**src/rtl/kcd_ram.sv**
```systemverilog
// kcd_ram: generic single-write, single-read synchronous RAM
// registered read data; no dependencies
`default_nettype none
module kcd_ram #(
   parameter int WIDTH = 8,
   parameter int DEPTH = 16
) (
   input  wire logic                                      clock,
   input  wire logic                                      we,
   input  wire logic [((DEPTH > 1) ? $clog2(DEPTH) : 1)-1:0] waddr,
   input  wire logic [WIDTH-1:0]                          wdata,
   input  wire logic [((DEPTH > 1) ? $clog2(DEPTH) : 1)-1:0] raddr,
   output logic      [WIDTH-1:0]                          rdata
);
   logic [WIDTH-1:0] mem [DEPTH];

   always_ff @(posedge clock) begin
      if (we) begin
         mem[waddr] <= wdata;
      end
      rdata <= mem[raddr];
   end
endmodule
`default_nettype wire

```
**config.mk**
```make
export PLATFORM = sky130hd
export DESIGN_NAME = kcd_ram
export DESIGN_NICKNAME = d
export VERILOG_FILES = /design/src/rtl/kcd_ram.sv
export SDC_FILE = /design/constraint.sdc
export NUM_CORES = 1
export LEC_CHECK = 0
export ABC_AREA = 1
export BUFFER_PORTS_ARGS = -buffer_cell sky130_fd_sc_hd__buf_4
export CELL_PAD_IN_SITES_DETAIL_PLACEMENT = 0
export CELL_PAD_IN_SITES_GLOBAL_PLACEMENT = 1
export CORE_ASPECT_RATIO = 0.9
export CORE_MARGIN = 5
export CORE_UTILIZATION = 44
export DETAILED_ROUTE_END_ITERATION = 10
export PLACE_DENSITY = 0.85
export SLEW_MARGIN = 20
export SYNTH_ARGS = -nofsm -noshare
export SYNTH_HDL_FRONTEND = slang
export SYNTH_SLANG_ARGS = --single-unit
```
**constraint.sdc**
```tcl
create_clock -name clock -period 1.2 [get_ports clock]
set_clock_uncertainty 0.15 [all_clocks]
set_input_delay 0.12 -clock clock [delete_from_list [all_inputs] [get_ports clock]]
set_output_delay 0.12 -clock clock [all_outputs]
set_load 0.05 [all_outputs]
```
* After elaboration in Yosys (flattened, before gate mapping) *
Memory sizes are Yosys's and may differ from the RTL's. A register that Yosys moved wholly into a read port is not among the register bits.
Index checks and enable logic that the tools add are counted.

cells by class
  muxes and demuxes = 2

operators by type and width
  cell               number
  two-way mux 1 bit  2

storage, ports and cells
  register bits after elaboration = 0
  bits in writable memories = 128
  memories kept = 1
  output and inout port bits = 8

memories
  memory  depth  width  rd ports  clocked after memory_dff  wr ports  RTL line  source
  mem     16     8      1         1                         1         15        logic [WIDTH-1:0] mem [DEPTH];

* Logic depth before layout (Yosys ltp) *
Gate-level depths: netlist (run 1).

  word-level depth = 2
  mapped depth = 8
  depth with buffers taken out = 7

* Worst setup path before layout (run 1) *
OpenSTA, ideal clock, no wires.

  path kind = input-to-reg
  from = in waddr[3] (netlist bit)
  to = mem mem[4][0], enable pin
  path buffers = 0
  data arrival time = 701 ps
  library setup time = 370 ps
  stages = 2
  slack = -21 ps
  path through = nand3b_1 nor2_1

RTL lines
  what             RTL line  source
  start, declared  10        input wire logic [((DEPTH > 1) ? $clog2(DEPTH) : 1)-1:0] waddr,
  end, declared    15

Straight into the memory's write port.

* Worst setup path in the final report (run 1) *
  from = reg rdata[2] (read register of mem)
  to = out rdata[2]

RTL lines
  what             RTL line  source
  start, declared  13        output logic [WIDTH-1:0] rdata

No word-level cell between the ends.

==> run summary, run 1 <==
outcome: finished clean
vias in the first global route: 3843
Initial Util: 45.1%
global-route congestion overflow total: 0
cts bufs inserted: 17
Avg Cell Area, Syn: 10.5 um^2
Slew Viols, Final: 0
share of post-route cells with drive strength above 1: 15.7%
slowest cell delay on critical path: 0.36 ns
largest net degree at the start of global routing: 33
Worst Setup End Kind: output port
DP Cell Count: 749
Worst Hold Class: in2reg
Setup CP Type: reg2out
crit-path max FO: 1
Critical Path AT: 0.92 ns
Slew headroom: 78.6%
XOR/XNOR Fraction of Synth Area: 0%
slowest CP cell: dfxtp_2
Max clock buf depth: 2
Synth Area in Compound Gates: 0%
min Tclk post-route: 1.19 ns
die area: 15500 um^2
Pre-antenna DRT Iters: 5
Worst-Skew Late Latency: 0.41 ns
post-route insts no fill: 787
Yosys Warn Count: 0
Peak VDD IR: 0.771 mV
standard-cell rows: 39
H-tree levels: 4
Adder-Cell Fraction of Synth Area: 0%
drt via density: 5.00
Root Buffer: clkbuf_16
CTS tree: yes
drt wl/cell: 17.3 um
# IOs: 26
nets@finish: 631
hpwl dp: 8860 um
Max-Cap Viols: 0
netlist area before placement: 5770 um^2
WL final: 13600 um
Critical Path RT: 0.93 ns
Via Count: 3936
# DRC: 0
post-synthesis mux area share: 0%
Tcrit/Tclk final: 99.0%
Reg clk slew, reported paths: 0.05 ns
synth unique cells: 12
Core Box Area: 12800 um^2
gr usage total: 18.7%
Synth Net Count: 569
Area growth syn-to-layout: 21.6%
Final setup viols: 0
antenna violations before repair: 0
Pleak: 3.05 nW
Buffers on Ports: 25
Initial DRC Count: 382
Fin. Hold Viols: 0
buffers and inverters on the worst path: 1
first-pass GRT wire length: 21300 um
CP Launch Type: flip-flop
GP Congestion: 0.833
cell count after synthesis: 551
post-synthesis register bit count: 136
PwrDens: 1510 nW/um^2
worst-margin pin slew: 0.321 ns
crit path cell chain: buf_8
Total Power: 10.6 mW
# diodes: 0
RSZ-0062 raised after global routing: true
Seq/Total Area, Yosys: 69.4%
CTS Sinks: 136
Fmax achieved: 0.842 GHz
chip height: 119 um
Post-Synth Simple-Gate Area: 21.0%
CP top delay family: flip-flops
Filler Cells Inserted: 1131
largest family of logic cells by synthesized area: simple AND/OR/NAND/NOR gates
die width: 131 um
Detail Route Antenna Nets: 0
-- worst paths after layout --
check             startpoint        to  slack [ns]  cells past startpoint
setup reg to reg   mem[1][7]  rdata[7]        0.07                      6
hold / removal      raddr[2]  rdata[2]        0.09                      6
hold reg to reg   mem[14][7]  rdata[7]        0.54                      6
setup / recovery    rdata[2]  rdata[2]        0.01                      1
-- registers in the layout, summed over array words and instances (netlist names) --
signal  cells
mem       128
rdata       8
-- power by group --
| group | internal, mW | switching (mW) |
|---|---|---|
| clock | 2.56 | 1.75 |
| sequential | 5.32 | 0.0426 |
| combinational | 0.338 | 0.592 |
| total | 8.22 | 2.39 |
-- Yosys cell counts --
library cell  instances  area [um^2]
buf_2                13         65.1
buf_4                 4         30.0
nand3b_1              2         15.0
dfxtp_1               8          160
buf_6                 6         67.6
buf_1                 1         3.75
edfxtp_1            128         3840
nand3_1              97          485
nand2_1             173          649
nor2_1               17         63.8
inv_2                 2         7.51
inv_1               100          375
-- area by class of cell --
| type | instances | area (um^2) | area share [%] |
|---|---|---|---|
| multi-input cells | 289 | 1260 | 17.9 |
| well taps | 164 | 205 | 2.93 |
| inverters | 102 | 383 | 5.46 |
| clock inverters | 7 | 32.5 | 0.464 |
| repair buffers | 67 | 679 | 9.69 |
| flip-flops and latches | 136 | 4010 | 57.2 |
| clock buffers | 22 | 444 | 6.33 |
-- timing repair --
item                                    in CTS  in global routing
resized for setup                           12                 15
hold endpoints to repair                   136                  0
gates cloned                                 0                  0
hold buffers                                 9                  0
setup buffers                                0                  0
pin swaps                                    0                  1
endpoints found under the setup margin       6                 12
-- layer usage --
layer	track usage, %	routed length (um)	share of wire, %
met2	27.9	6460	47
met3	4.51	956	7.0
met1	26.9	6010	44
met4	6.17	172	1.3
met5	0	0	0
-- per-stage QoR --
| stage | setup WS [ns] | util (%) | cell area (um^2) | hold slack [ns] | TNS (ns) |
|---|---|---|---|---|---|
| floorplan | -0.0208 | - | 5770 | 0.0689 | -1.33 |
| global placement | -0.143 | 49.7 | 6350 | 0.300 | -5.90 |
| detailed placement | -0.168 | 49.7 | 6350 | 0.306 | -8.12 |
| CTS | -0.0151 | 54.4 | 6950 | 0.0666 | -0.0151 |
| global route | -0.0122 | 54.9 | 7010 | 0.121 | -0.0167 |
| finish | 0.0124 | 54.9 | 7010 | 0.0872 | 0 |
-- kinds of logic after synthesis --
| group | after synthesis |
|---|---|
| flops | 136 |
| buf+inv | 126 |
| simple gates | 289 |
-- cells in the final DEF (no fill, tap or decap), drive strengths merged --
master       synthesis  final
dfxtp                8      8
clkbuf               0     22
nor2                17     17
nand3               97     97
inv                102    102
nand2              173    173
edfxtp             128    128
nand3b               2      2
dlygate4sd3          0      9
buf                 24     58
clkinv               0      7
No activity file was read; power rests on OpenSTA's default activity.
==> inputs of run 2 (changes only) <==
--- a/config.mk
+++ b/config.mk
@@ -10,7 +10,7 @@
 export CELL_PAD_IN_SITES_DETAIL_PLACEMENT = 0
 export CELL_PAD_IN_SITES_GLOBAL_PLACEMENT = 1
 export CORE_ASPECT_RATIO = 0.9
-export CORE_MARGIN = 5
+export CORE_MARGIN = 2
 export CORE_UTILIZATION = 44
 export DETAILED_ROUTE_END_ITERATION = 10
 export PLACE_DENSITY = 0.85
==> run 2 against run 1 <==
  * Combinational power is 8.9% lower
  * Final cell count rose by 0.38%
  * Maximum frequency up 0.29%
  * Critical path type unchanged
==> run summary, run 2 (same netlist as run 1, synthesis figures left out) <==
Setup CP Type: reg2out
cts bufs inserted: 17
max FFs per register: 128
Max-Cap Viols: 0
die area: 14000 um^2
nets@finish: 630
first-pass GRT wire length: 19500 um
Via Count: 3930
gr usage total: 18.4%
global-route congestion overflow total: 0
post-CTS setup buffers: 0
largest net degree at the start of global routing: 32
Multi-input gate area: 1230 um^2
Max clock buf depth: 2
antenna violations before repair: 1
routed metal-1 wirelength: 5330 um
Critical Path RT: 0.93 ns
switch share: 21.9%
post-route insts no fill: 790
vias in the first global route: 3795
clock power share: 42.4%
Top reg by flops: mem
Buffers on Ports: 25
Initial DRC Count: 376
share of post-route cells with drive strength above 1: 15.0%
buffers and inverters on the worst path: 1
FF+latch area: 4010 um^2
Worst R2R Setup Slack: 0.07 ns
outcome: finished clean
Area growth syn-to-layout: 20.5%
CTS tree: yes
P_sw: 2.36 mW
Tcrit/Tclk final: 98.7%
P_int: 8.42 mW
H-tree levels: 4
met3 routed WL: 775 um
slowest CP cell: dfxtp_2
Flop pwr share: 49.7%
min Tclk post-route: 1.18 ns
DP Cell Count: 748
Met2 Wirelength: 5930 um
Slew headroom: 72.6%
Total Power: 10.8 mW
Root Buffer: clkbuf_16
Peak VDD IR: 1.06 mV
PwrDens: 1550 nW/um^2
WL final: 12200 um
# DRC: 0
Filler Cells Inserted: 1056
crit path cell chain: buf_8
Final setup viols: 0
Initial Util: 45.3%
drt wl/cell: 15.5 um
Slew Viols, Final: 0
standard-cell rows: 39
most frequent cells in the layout: nand2_1 (172), edfxtp_1 (128), inv_1 (100)
Fin. Hold Viols: 0
chip height: 113 um
top sig layer: met4
# IOs: 26
GP Congestion: 0.811
RSZ-0062 raised after global routing: true
CP top delay family: flip-flops
drt via density: 4.97
Worst-Skew Late Latency: 0.41 ns
Worst Setup End Kind: output port
Critical Path AT: 0.91 ns
logic gate share of total power: 7.9%
CP Launch Type: flip-flop
most common cell after layout, fill and taps aside: nand2_1
Pre-antenna DRT Iters: 5
hpwl dp: 8120 um
die width: 125 um
CTS Sinks: 136
Fmax achieved: 0.844 GHz
Worst Hold Class: in2reg
Detail Route Antenna Nets: 0
Core Box Area: 12700 um^2
Pleak: 3.03 nW
worst-margin pin slew: 0.409 ns
slowest cell delay on critical path: 0.35 ns
crit-path max FO: 1
Reg clk slew, reported paths: 0.05 ns
biggest regs: mem x128, rdata x8
-- run 2: area by class of cell --
cell class / instances / area share (%)
antenna: 1 / 0.0360
clock buffer: 20 / 6.28
multi-input combinational: 289 / 17.6
clock inverter: 12 / 1.26
timing repair buffer: 66 / 8.59
sequential: 136 / 57.7
tap: 164 / 2.95
inverter: 102 / 5.51
-- run 2: worst paths after layout --
path,from,to,cells after the start
worst max-delay path,rdata[2],rdata[2],1
worst min-delay path,raddr[3],rdata[2],4
worst max register to register,mem[7][5],rdata[5],6
worst min register to register,mem[10][3],rdata[3],6
-- run 2: power by group through the flow --
stage | Clock (mW) | Combinational [mW] | Sequential (mW)
finish | 4.58 | 0.848 | 5.36
global route | 4.87 | 0.930 | 5.37
CTS | 4.64 | 0.838 | 5.36
detailed placement | 0 | 0.788 | 5.44
global placement | 0 | 0.779 | 5.44
floorplan | 0 | 0.375 | 5.54
-- run 2: metrics by stage --
stage	util (%)	area, um^2	hold slack [ns]	setup slack [ns]	TNS, ns
after global placement	49.2	6270	0.271	-0.104	-0.986
after CTS	54.3	6920	0.0217	-0.0119	-0.0119
after detailed placement	49.2	6270	0.277	-0.110	-2.65
after floorplan	-	5770	0.0689	-0.0208	-1.33
after global routing	54.6	6950	0.0635	-0.0114	-0.0239
final	54.6	6950	0.0483	0.0158	0
-- run 2: worst register-to-register path, cell delays in order, from the launching register on --
cell and delay [ns]:
edfxtp_1 0.36, inv_1 0.06, nand2_1 0.05, nand3_1 0.11
nand3_1 0.09, nand3_1 0.12, nand2_1 0.08
-- run 2: per-layer routing --
metal  global-route usage [%]  vias to the layer above
met4                     7.19                        0
met5                        0                        -
li1                         -                     1895
met2                     29.6                      134
met3                     5.43                       19
met1                     23.8                     1882
-- run 2: what timing repair did --
item | 4_1_cts | 5_1_grt
hold endpoints to repair | 136 | 0
hold buffers | 9 | 0
gates resized for setup | 10 | 9
setup endpoints to repair | 4 | 10
==> inputs of run 3 (changes only) <==
--- a/config.mk
+++ b/config.mk
@@ -14,6 +14,7 @@
 export CORE_UTILIZATION = 44
 export DETAILED_ROUTE_END_ITERATION = 10
 export PLACE_DENSITY = 0.85
+export SETUP_SLACK_MARGIN = 0.15
 export SLEW_MARGIN = 20
 export SYNTH_ARGS = -nofsm -noshare
 export SYNTH_HDL_FRONTEND = slang
==> run 3 against run 2 <==
  * Design area up 5.5%
  * Utilization up 3.0 points
  * Critical endpoint is now rdata[5]
  * Non-clock buffer count up 1
  * Combinational power up 18%
  * Register-to-register slack about the same
  * Sequential cell count unchanged
  * Highest routed layer unchanged
  * Via count down 1.1%
  * Largest cell class unchanged
  * Maximum frequency down 0.56%
==> run summary, run 3 (same netlist as run 1, synthesis figures left out) <==
share of post-route cells with drive strength above 1: 28.1%
P_sw: 2.58 mW
Initial DRC Count: 330
crit path cell chain: buf_8
Initial Util: 45.3%
hpwl dp: 8300 um
first-pass GRT wire length: 20200 um
CP top delay family: flip-flops
CTS Sinks: 136
# DRC: 0
Post-Place Worst Slack: -0.107 ns
Critical Path RT: 0.93 ns
Max-Cap Viols: 0
area of placed instances: 6330 um^2
drt wl/cell: 16.7 um
die area: 14000 um^2
Worst Setup End Kind: output port
Filler Cells Inserted: 1012
cts bufs inserted: 17
PwrDens: 1510 nW/um^2
CP Launch Type: flip-flop
WL final: 13200 um
logic gate share of total power: 9.0%
Peak VDD IR: 1.60 mV
drt via density: 4.92
outcome: finished clean
gr usage total: 19.5%
Setup WS post-layout: 0.00910 ns
Final setup viols: 0
clock power share: 42.5%
Setup CP Type: reg2out
Critical Path AT: 0.92 ns
GP Congestion: 0.852
Tcrit/Tclk final: 99.2%
Final Util: 57.6%
most frequent cells in the layout: nand2_1 (166), edfxtp_1 (128), inv_1 (98)
Setup TNS: 0 ns
post-CTS setup buffers: 0
biggest regs: mem x128, rdata x8
H-tree levels: 4
CTS tree: yes
Slew Viols, Final: 0
switch share: 23.3%
RSZ-0062 raised after global routing: true
max FFs per register: 128
# diodes: 0
Via Count: 3888
most common cell after layout, fill and taps aside: nand2_1
Buffers on Ports: 25
vias in the first global route: 3781
antenna violations before repair: 0
worst-margin pin slew: 0.440 ns
Pre-antenna DRT Iters: 5
standard-cell rows: 39
crit-path max FO: 1
Reg clk slew, reported paths: 0.06 ns
Fmax achieved: 0.840 GHz
largest net degree at the start of global routing: 46
min Tclk post-route: 1.19 ns
Detail Route Antenna Nets: 0
global-route congestion overflow total: 0
Top reg by flops: mem
nets@finish: 631
Area growth syn-to-layout: 27.2%
Worst Hold Class: in2reg
slowest cell delay on critical path: 0.36 ns
Max clock buf depth: 2
Fin. Hold Viols: 0
Total Power: 11.1 mW
Slew headroom: 70.6%
# IOs: 26
Flop pwr share: 48.5%
buffers and inverters on the worst path: 1
die width: 125 um
slowest CP cell: dfxtp_2
DP Cell Count: 749
Design Area, Final: 7330 um^2
Core Box Area: 12700 um^2
chip height: 113 um
post-route insts no fill: 790
Root Buffer: clkbuf_16
Worst-Skew Late Latency: 0.42 ns
Min Hold Slack: 0.105 ns
P_int: 8.49 mW
Pleak: 3.14 nW
==> run 3: worst paths after layout <==
path / cells past startpoint / slack (ns) / from / to
max: 1 / 0.009 / rdata[5] / rdata[5]
min: 4 / 0.10 / raddr[3] / rdata[1]
max reg2reg: 6 / 0.07 / mem[0][3] / rdata[3]
min reg2reg: 6 / 0.54 / mem[10][5] / rdata[5]
==> run 3: layer usage <==
layer	wire [um]	track usage, %	vias up
li1	-	-	1900
met1	5630	25.1	1848
met2	6610	31.4	118
met3	679	5.39	22
met4	259	8.24	0
met5	0	0	-
==> run 3: power groups by stage <==
stage | Sequential (mW) | Clock (mW) | Combinational [mW]
after floorplan | 5.54 | 0 | 0.387
final | 5.36 | 4.70 | 1.00
after global placement | 5.44 | 0 | 0.827
after global routing | 5.37 | 4.95 | 1.08
after CTS | 5.37 | 4.75 | 0.942
after detailed placement | 5.44 | 0 | 0.834
==> run 3: layout make-up <==
type | count | area [um^2] | area share, %
multi-input combinational | 289 | 1570 | 21.4
timing repair buffer | 67 | 623 | 8.50
sequential | 136 | 4010 | 54.7
tap | 164 | 205 | 2.80
clock inverter | 14 | 110 | 1.50
clock buffer | 18 | 429 | 5.85
inverter | 102 | 383 | 5.22
==> run 3: timing repair <==
item                                   CTS  global route
cloned                                   0             0
gates resized for setup                 52            37
endpoints found under the hold margin  136             8
hold buffers                             9             1
pin swaps                               33            36
setup endpoints to repair               16            16
